## src/fwthc_pkg.sv

```systemverilog
`timescale 1ns / 1ps
`default_nettype none

package fwthc_pkg;

    localparam int NUM_POS_REGS    = 5;
    localparam int NUM_BUTTONS_DEF = 5;
    localparam int POS_W           = 8;
    localparam int THR_W           = 16;
    localparam int TIME_W          = 32;
    localparam int BTN_W           = 3;
    localparam int CFG_IDX_W       = 3;
    localparam int CFG_DATA_W      = 16;

    // Configuration register indexes.
    localparam logic [CFG_IDX_W-1:0] REG_POSITION_UP     = 3'd0;
    localparam logic [CFG_IDX_W-1:0] REG_POSITION_DOWN   = 3'd1;
    localparam logic [CFG_IDX_W-1:0] REG_POSITION_LEFT   = 3'd2;
    localparam logic [CFG_IDX_W-1:0] REG_POSITION_RIGHT  = 3'd3;
    localparam logic [CFG_IDX_W-1:0] REG_POSITION_CENTER = 3'd4;
    localparam logic [CFG_IDX_W-1:0] REG_HOLD_THRESHOLD  = 3'd5;

    localparam logic [THR_W-1:0] HOLD_THRESHOLD_RST = 16'd500;

    typedef struct packed {
        logic [POS_W-1:0]  key_position;
        logic              pressed;
        logic [TIME_W-1:0] event_time_ms;
        logic              layer_active;
    } t_in_item;

    typedef struct packed {
        logic             handled;
        logic             report_valid;
        logic [BTN_W-1:0] button;
        logic             hold_action;
    } t_out_item;

    typedef struct packed {
        logic             hit;
        logic [BTN_W-1:0] idx;
    } t_match;

endpackage

`default_nettype wire

```

## src/five_way_tap_hold_classifier_top.sv

```systemverilog
`timescale 1ns / 1ps
`default_nettype none

// Tap/hold classifier for a five-way navigation switch. Each accepted key
// request produces exactly one result, in order; a new request can be taken
// every cycle while the skid entry is empty. The position compare, the
// held-time subtraction and the threshold compare are combinational, between
// the input handshake and the output register, and a two-entry output buffer
// keeps the input side running for one more request while a result waits.
// Configuration writes are taken every cycle and must only happen while idle.
module five_way_tap_hold_classifier_top
    import fwthc_pkg::*;
#(
    parameter int NUM_BUTTONS = NUM_BUTTONS_DEF
) (
    input  wire logic                  i_clk,
    input  wire logic                  i_rst_n,
    input  wire logic                  i_in_valid,
    output logic                       o_in_ready,
    input  wire t_in_item              i_in_data,
    output logic                       o_out_valid,
    input  wire logic                  i_out_ready,
    output t_out_item                  o_out_data,
    input  wire logic                  i_cfg_valid,
    output logic                       o_cfg_ready,
    input  wire logic [CFG_IDX_W-1:0]  i_cfg_index,
    input  wire logic [CFG_DATA_W-1:0] i_cfg_data
);

    localparam int NUM_MATCH = (NUM_BUTTONS < NUM_POS_REGS) ? NUM_BUTTONS : NUM_POS_REGS;
    localparam int IDX_W     = (NUM_MATCH > 1) ? $clog2(NUM_MATCH) : 1;

    logic [POS_W-1:0]     r_positions [NUM_POS_REGS];
    logic [THR_W-1:0]     r_threshold;
    logic [NUM_MATCH-1:0] r_down_bits;
    logic [NUM_MATCH-1:0] n_down_bits;
    logic [TIME_W-1:0]    r_press_time [NUM_MATCH];

    logic      r_out_valid;
    t_out_item r_out;
    logic      r_skid_valid;
    t_out_item r_skid;

    t_match               w_match;
    logic [NUM_MATCH-1:0] w_bit;
    logic [TIME_W-1:0]    w_held;
    logic                 w_single;
    logic                 w_in_fire;
    logic                 w_out_fire;
    logic                 w_write_time;
    t_out_item            w_result;

    assign o_cfg_ready = 1'b1;
    assign o_in_ready  = !r_skid_valid;
    assign o_out_valid = r_out_valid;
    assign o_out_data  = r_out;
    assign w_in_fire   = i_in_valid && o_in_ready;
    assign w_out_fire  = r_out_valid && i_out_ready;

    always_ff @(posedge i_clk) begin
        if (!i_rst_n) begin
            for (int i = 0; i < NUM_POS_REGS; i++) begin
                r_positions[i] <= POS_W'(i);
            end
            r_threshold <= HOLD_THRESHOLD_RST;
        end else if (i_cfg_valid && o_cfg_ready) begin
            unique case (i_cfg_index)
                REG_POSITION_UP:     r_positions[0] <= i_cfg_data[POS_W-1:0];
                REG_POSITION_DOWN:   r_positions[1] <= i_cfg_data[POS_W-1:0];
                REG_POSITION_LEFT:   r_positions[2] <= i_cfg_data[POS_W-1:0];
                REG_POSITION_RIGHT:  r_positions[3] <= i_cfg_data[POS_W-1:0];
                REG_POSITION_CENTER: r_positions[4] <= i_cfg_data[POS_W-1:0];
                REG_HOLD_THRESHOLD:  r_threshold    <= i_cfg_data[THR_W-1:0];
                default: ;
            endcase
        end
    end

    fwthc_match #(
        .NUM_MATCH (NUM_MATCH)
    ) u_match (
        .i_key_position (i_in_data.key_position),
        .i_positions    (r_positions),
        .o_match        (w_match)
    );

    always_comb begin
        for (int b = 0; b < NUM_MATCH; b++) begin
            w_bit[b] = w_match.hit && (w_match.idx == BTN_W'(b));
        end
    end

    // A press only ever sets a down bit together with its time, so the time
    // read on a release with the bit set has always been written.
    assign w_held   = i_in_data.event_time_ms - r_press_time[w_match.idx[IDX_W-1:0]];
    assign w_single = ((r_down_bits & (r_down_bits - 1'b1)) == '0);

    always_comb begin
        w_result     = '0;
        n_down_bits  = r_down_bits;
        w_write_time = 1'b0;
        if (w_match.hit) begin
            w_result.button = w_match.idx;
            if (!i_in_data.layer_active) begin
                n_down_bits = r_down_bits & ~w_bit;
            end else if (i_in_data.pressed) begin
                w_result.handled = 1'b1;
                n_down_bits      = r_down_bits | w_bit;
                w_write_time     = 1'b1;
            end else begin
                w_result.handled = 1'b1;
                n_down_bits      = r_down_bits & ~w_bit;
                if (((r_down_bits & w_bit) != '0) && w_single) begin
                    w_result.report_valid = 1'b1;
                    w_result.hold_action  = (w_held >= TIME_W'(r_threshold));
                end
            end
        end
    end

    always_ff @(posedge i_clk) begin
        if (!i_rst_n) begin
            r_down_bits <= '0;
        end else if (w_in_fire) begin
            r_down_bits <= n_down_bits;
        end
    end

    always_ff @(posedge i_clk) begin
        if (w_in_fire && w_write_time) begin
            r_press_time[w_match.idx[IDX_W-1:0]] <= i_in_data.event_time_ms;
        end
    end

    // Output register plus one skid entry; input ready drops only when both hold data.
    always_ff @(posedge i_clk) begin
        if (!i_rst_n) begin
            r_out_valid  <= 1'b0;
            r_skid_valid <= 1'b0;
        end else if (r_skid_valid) begin
            if (w_out_fire) begin
                r_skid_valid <= 1'b0;
            end
        end else if (w_in_fire) begin
            if (!r_out_valid || w_out_fire) begin
                r_out_valid <= 1'b1;
            end else begin
                r_skid_valid <= 1'b1;
            end
        end else if (w_out_fire) begin
            r_out_valid <= 1'b0;
        end
    end

    always_ff @(posedge i_clk) begin
        if (r_skid_valid) begin
            if (w_out_fire) begin
                r_out <= r_skid;
            end
        end else if (w_in_fire) begin
            if (!r_out_valid || w_out_fire) begin
                r_out <= w_result;
            end else begin
                r_skid <= w_result;
            end
        end
    end

    a_skid_implies_out: assert property (@(posedge i_clk) disable iff (!i_rst_n)
        r_skid_valid |-> r_out_valid)
        else $error("skid entry held without a valid output");

    a_report_is_handled: assert property (@(posedge i_clk) disable iff (!i_rst_n)
        (o_out_valid && o_out_data.report_valid) |-> o_out_data.handled)
        else $error("report produced for an event that was passed on");

    a_report_button_range: assert property (@(posedge i_clk) disable iff (!i_rst_n)
        (o_out_valid && o_out_data.report_valid) |-> (o_out_data.button < BTN_W'(NUM_MATCH)))
        else $error("report names a button outside the configured set");

    a_press_sets_down: assert property (@(posedge i_clk) disable iff (!i_rst_n)
        (w_in_fire && w_match.hit && i_in_data.layer_active && i_in_data.pressed)
        |=> ((r_down_bits & $past(w_bit)) == $past(w_bit)))
        else $error("press did not set the down bit");

    a_hold_needs_report: assert property (@(posedge i_clk) disable iff (!i_rst_n)
        (o_out_valid && o_out_data.hold_action) |-> o_out_data.report_valid)
        else $error("hold flagged without a report");

endmodule

`default_nettype wire

```

## src/fwthc_match.sv

```systemverilog
`timescale 1ns / 1ps
`default_nettype none

module fwthc_match
    import fwthc_pkg::*;
#(
    parameter int NUM_MATCH = NUM_POS_REGS
) (
    input  wire logic [POS_W-1:0] i_key_position,
    input  wire logic [POS_W-1:0] i_positions [NUM_POS_REGS],
    output t_match                o_match
);

    // Scan from the highest button down so that the lowest matching one wins.
    always_comb begin
        o_match = '0;
        for (int b = NUM_MATCH - 1; b >= 0; b--) begin
            if (i_positions[b] == i_key_position) begin
                o_match.hit = 1'b1;
                o_match.idx = BTN_W'(b);
            end
        end
    end

endmodule

`default_nettype wire
```

## config.mk

```make
export PLATFORM = sky130hd
export DESIGN_NAME = five_way_tap_hold_classifier_top
export DESIGN_NICKNAME = d
export VERILOG_FILES = /design/src/fwthc_pkg.sv /design/src/five_way_tap_hold_classifier_top.sv /design/src/fwthc_match.sv
export SDC_FILE = /design/constraint.sdc
export NUM_CORES = 1
export LEC_CHECK = 0
export BUFFER_PORTS_ARGS = -buffer_cell sky130_fd_sc_hd__buf_2
export CORE_MARGIN = 1.5
export CORE_UTILIZATION = 55
export CTS_CLUSTER_SIZE = 20
export DETAILED_ROUTE_END_ITERATION = 10
export PLACE_DENSITY = 0.75
export REMOVE_ABC_BUFFERS = 1
export SYNTH_ARGS = -nofsm -noshare
export SYNTH_HDL_FRONTEND = slang
export SYNTH_SLANG_ARGS = --single-unit
```

## constraint.sdc

```tcl
create_clock -name i_clk -period 6 [get_ports i_clk]
set_input_delay 0.6 -clock i_clk [delete_from_list [all_inputs] [get_ports i_clk]]
set_output_delay 0.6 -clock i_clk [all_outputs]
set_load 0.01 [all_outputs]
```

# --- Word-level counts from Yosys, hierarchy flattened ---
# Memory sizes are Yosys's and may differ from the RTL's.
# Cells that the tools add are included.
word_totals:
  ff_bits: 75
  ramBits: 160
  inputBits: 66
  out_inout_bits: 9
  memories: 1
classes:
  addsub: 2
  order_cmp: 1
  eq_ne: 16
  muxes: 30
  bitwise_logic: 7
  n_reduce_logical: 29
memory_table:
  columns: ["name", "words", "word_bits", "rd", "rd_clocked_by_memory_dff", "wr", "line", "source"]
  rows:
  - ["r_press_time", 5, 32, 1, 0, 1, "five_way_tap_hold_classifier_top.sv:37", "logic [TIME_W-1:0] r_press_time [NUM_MATCH];"]
ops:
  columns: ["op", "n"]
  rows:
  - ["8-bit == test", 5]
  - ["32-bit by 16-bit greater-or-equal comparator with 1-bit output", 1]
  - ["32-bit subtractor", 1]
  - ["6-bit two-way mux", 5]
  - ["4-bit two-way mux", 5]
  - ["1-bit two-way mux", 17]
  - ["5-bit bitwise AND", 3]
  - ["2-bit AND reduction", 7]
  - ["3-bit by 2-bit == test with 1-bit output, second input constant", 4]
  - ["5-bit two-way mux", 2]
  - ["3-bit == test, second input constant", 3]
  - ["1-bit logical AND", 9]
  - ["3-bit AND reduction", 3]
  - ["3-bit by 1-bit == test with 1-bit output, second input constant", 2]
  - ["3-bit logical NOT", 2]
  - ["2-bit nonzero test", 3]
  - ["5-bit logical NOT", 1]
  - ["5-bit NOT", 1]
  - ["5-bit bitwise OR", 1]
  - ["5-bit nonzero test", 1]
  - ["5-bit by 1-bit subtractor with 5-bit output, second input constant", 1]
  - ["2-bit by 1-bit inequality test with 1-bit output, second input constant", 2]
  - ["1-bit logical NOT", 2]
  - ["2-bit two-way mux", 1]
  - ["2 further kinds", 3]

# --- Longest topological paths before layout ---
logic_depth:
  ltp_word: 18
  mapped_depth: 27
  mapped_depth_nobuf: 26

# --- By module ---
# A second synthesis with hierarchy kept.
unflattened:
  hier_cells: 960
  area_unflattened_um2: 11613.6
modules_own_cells:
  columns: ["module", "instances", "cells_each", "area_each_um2"]
  rows:
  - ["five_way_tap_hold_classifier_top", 1, 890, 11071.9]
  - ["fwthc_match", 1, 70, 541.8]

# --- Worst setup path before layout ---
# OpenSTA, ideal clock, no wires.
synth_timing:
  path_type: "input -> register"
  from: "input port i_in_data[35] (netlist bit)"
  to: "register r_skid[0] (netlist bit) (data pin)"
  setup_time_ns: 0.264
  t_arrival_ns: 5.934
  required_time_ns: 5.736
  setup_slack_ns: -0.198
  cell_stages: 24
  n_path_buf: 3
  path_cell_list: "buf_2 -> xor2_1 -> nor4_2 -> nand2_1 -> nand2_1 -> or3_1 -> clkbuf_1 -> clkbuf_1 -> mux2_2 -> ha_1 -> fa_1 -> nand2b_1 -> a21oi_1 -> o21ai_1 -> nand2_1 -> xor2_1 -> ha_1 -> a21o_1 -> a221oi_1 -> nand4_1 -> a2111o_1 -> a2111oi_4 -> nand3_1 -> o41a_1"
synth_lines:
  columns: ["element", "line", "source"]
  rows:
  - ["from (decl)", "five_way_tap_hold_classifier_top.sv:20", "input wire t_in_item i_in_data,"]
  - ["to (signal assigned)", "five_way_tap_hold_classifier_top.sv:164", "r_skid <= w_result;"]
  - ["to (decl)", "five_way_tap_hold_classifier_top.sv:42", "t_out_item r_skid;"]

==> metrics.md <==
| Metric | Value |
|---|---|
| Initial antenna violation count | `3` |
| Post-synth ARST share | `0%` |
| Syn_area_per_cell | `11.0 um2` |
| Gp weighted congestion | `0.951` |
| Net Sw Power | `0.000814 W` |
| Final setup TNS | `0 ns` |
| Die area | `22400 um2` |
| First-pass GRT wire length | `46600 um` |
| Number of flops mapped to enable cells by yosys | `172` |
| Largest net degree at the start of global routing | `64` |
| IO Port Bufs | `73` |
| Cell area after synthesis | `11800 um2` |
| Slew margin rel. | `15.6%` |
| Drt drc | `0` |
| CTS tree | `built` |
| Vias | `8932` |
| # fillers | `1613` |
| Per-cell routed wire length | `19.5 um` |
| Arrival time worst endpoint | `6.07 ns` |
| Worst hold margin | `0.332 ns` |
| Nets@finish | `1346` |
| Synth top area cells | `edfxtp_1, dfxtp_1, nand2_1` |
| Top_reg_cell synth | `edfxtp_1` |
| CTS sink count | `235` |
| Die Wd | `150 um` |
| Number of max-cap violations | `0` |
| Largest area contributor in the netlist | `edfxtp_1` |
| CTS Buffer Depth | `3` |
| Clock-pin transition on the worst setup and hold timing paths | `0.06 ns` |
| Synth Instances | `1078` |
| Yosys warns | `0` |
| Core Box Area | `21000 um2` |
| Post-synthesis sequential area ratio | `54.4%` |
| I/O pin count | `75` |
| Core Util, Final | `67.0%` |
| Final global-route overflow total | `0` |
| Clock Latency Late Sink | `0.52 ns` |
| Min cycle time layout | `5.80 ns` |
| Power Density | `253 nW/um2` |
| Clock root buffer | `clkbuf_16` |
| Post-route ant nets | `0` |
| Combinational Power Share | `10.5%` |
| CTS buffer count | `24` |
| DRT iter0 DRCs | `598` |
| Tot GR Track Use | `27.0%` |
| Rows | `53` |
| Max Clock Freq | `0.172 GHz` |
| Internal cell power | `0.00275 W` |
| Clock share of power | `40.1%` |
| Leakage | `5.44 nW` |
| Initial Util | `56.2%` |
| Hold bufs inserted after CTS | `0` |
| Max Fanout on Critical Path | `7` |
| Setup Crit Path Kind | `register to register` |
| Dpl cells | `1476` |
| Hold Path Class | `input pin to register` |
| Slew Limit Fails | `0` |
| Startpoint class of the critical path | `register` |
| # setup viols final | `0` |
| Seq pwr share | `49.4%` |
| WL final | `29800 um` |
| Via/cell ratio | `5.85` |
| Hold violation count in the final report | `0` |
| Yosys reg bits | `235` |
| Layout cells sized above 1 | `21.0%` |
| VDD IR-drop max | `192 uV` |
| Cell Count, Final, Fillers Out | `1528` |
| Vias in the first global route | `8796` |
| Fin crit share | `96.7%` |
| Area share of the largest cell type after synthesis | `43.7%` |
| TritonRoute pass-1 iters | `6` |
| Sw Ratio | `22.8%` |
| Footprint of the multi-input gates | `5130 um2` |
| Worst setup EP type | `register` |
| Hpwl dp | `20900 um` |
| Slew @ Worst Pin | `1.26 ns` |
| Synth-to-layout area growth | `19.2%` |
| Sequential cell area | `6430 um2` |
| H-tree lvl count | `1` |
| Cell variety after synth | `76` |
| Status | `finished clean` |
| Clock skew | `0.0121 ns` |
| Required time worst endpoint | `6.27 ns` |
| Die height | `150 um` |
## power groups by stage
stage	registers (W)	clock network (W)	logic (W)
4_1_cts	0.00176	0.00145	0.000366
2_1_floorplan	0.00180	0	0.000202
6_report	0.00176	0.00143	0.000374
3_5_place_dp	0.00180	0	0.000360
3_3_place_gp	0.00180	0	0.000357
5_1_grt	0.00176	0.00152	0.000409
## critical path: stages, from the launching register on
cell       delay (ns)
dfxtp_1          0.39
xor2_1           0.22
nor4_2           0.08
buf_4            0.14
nand2_1          0.15
buf_4            0.14
buf_4            0.15
nand4_1          0.22
o22ai_2          0.18
a31oi_1          0.08
mux2_2           0.30
ha_1             0.21
fa_1             0.39
nand2b_1         0.18
a21oi_2          0.21
o21ai_1          0.12
nand2_1          0.13
xor2_1           0.18
ha_1             0.26
a21o_1           0.16
a221oi_1         0.28
nand4_1          0.14
a2111o_1         0.46
a2111oi_4        0.28
nand3_1          0.12
o41a_1           0.37
## what timing repair did
action | 4_1_cts | 5_1_grt
setup endpoints to repair | 1 | 2
pin swaps | 1 | 9
buffers inserted | 2 | 3
gates resized for setup | 1 | 14
## sequential cells by signal (all words and copies together), names as in the netlist, named ones only
register,flops
r_threshold,16
r_skid,6
o_out_data,6
o_out_valid,1
r_positions,40
r_skid_valid,1
r_press_time,160
## cells in the mapped netlist (15+ instances only)
library cell,n
mux2i_1,34
xor2_1,33
a22oi_1,27
xnor2_1,30
a21boi_0,46
dfxtp_1,63
nand3_1,20
clkbuf_1,40
ha_1,47
buf_2,15
o21ai_0,46
edfxtp_1,172
a21oi_1,42
inv_1,32
nand2_1,170
nand4_1,19
o211ai_1,38
nor2_1,28
o21a_1,22
## per-stage QoR
step / area [um2] / total power [W] / worst slack (ns)
2_1_floorplan: 11600 / 0.00200 / -1.65
3_3_place_gp: 13200 / 0.00215 / -0.240
3_5_place_dp: 13200 / 0.00216 / -0.414
4_1_cts: 14000 / 0.00358 / 0.0329
5_1_grt: 14100 / 0.00369 / -0.0471
6_report: 14100 / 0.00356 / 0.196
## kinds of logic after synthesis
family,count (synthesis),share of synthesized area [%]
simple gates,295,11.5
xor+xnor,63,4.67
other cells,1,0.0317
flops,235,54.4
mux,38,3.26
buf+inv,94,3.18
compound gates,303,17.7
fa+ha+maj,49,5.23
## routing by layer
| layer | global-route usage, % | vias up | share of wire (%) |
|---|---|---|---|
| li1 | - | 4335 | - |
| met1 | 34.3 | 4271 | 42 |
| met5 | 0 | - | 0 |
| met4 | 7.97 | 0 | 2.2 |
| met3 | 4.63 | 48 | 5.7 |
| met2 | 47.0 | 278 | 50 |
## path summary, 6_finish.rpt
check,start,to,slack (ns),depth (start not counted)
setup / recovery,r_positions[32],r_skid[0],0.20,25
hold / removal,i_cfg_data[12],r_threshold[12],0.33,3
setup reg to reg,r_positions[32],r_skid[0],0.20,25
hold reg to reg,r_threshold[15],r_threshold[15],0.47,2
## layout make-up
type                            count  share of cell area, %
Clock inverter                      7                  0.249
Antenna cell                        3                 0.0533
Clock buffer                       37                   5.20
Inverter                           35                  0.933
Tap cell                          275                   2.44
Multi-Input combinational cell    749                   36.5
Sequential cell                   235                   45.6
Timing Repair Buffer              187                   9.03
## placed cells by master, fill, tap and decap left out, types with 4 or more instances in the layout
cell       instances
a21o_1            11
o211ai_1          38
a211o_1            6
nor2_1            22
nand4_1           19
nand2_1          170
and3_1             5
a211oi_1           7
a21boi_0          46
edfxtp_1         172
nor2_4             5
buf_2             73
ha_1              47
o21ai_1            9
or3_1              4
clkbuf_1           4
buf_12             4
mux2i_1           34
dfxtp_1           63
inv_1             32
clkinv_2           5
clkbuf_16         25
clkbuf_8           5
nor3_1            10
o21ai_0           45
o21a_1            22
a31oi_1           11
buf_4            110
o22ai_1            4
nor4_2             4
xor2_1            32
nand3_1           18
a21oi_1           40
xnor2_1           30
nor4_1             4
nand2b_1           8
or4_1              4
nor2b_1            5
a22oi_1           26
(Power assumes the default switching activity.)
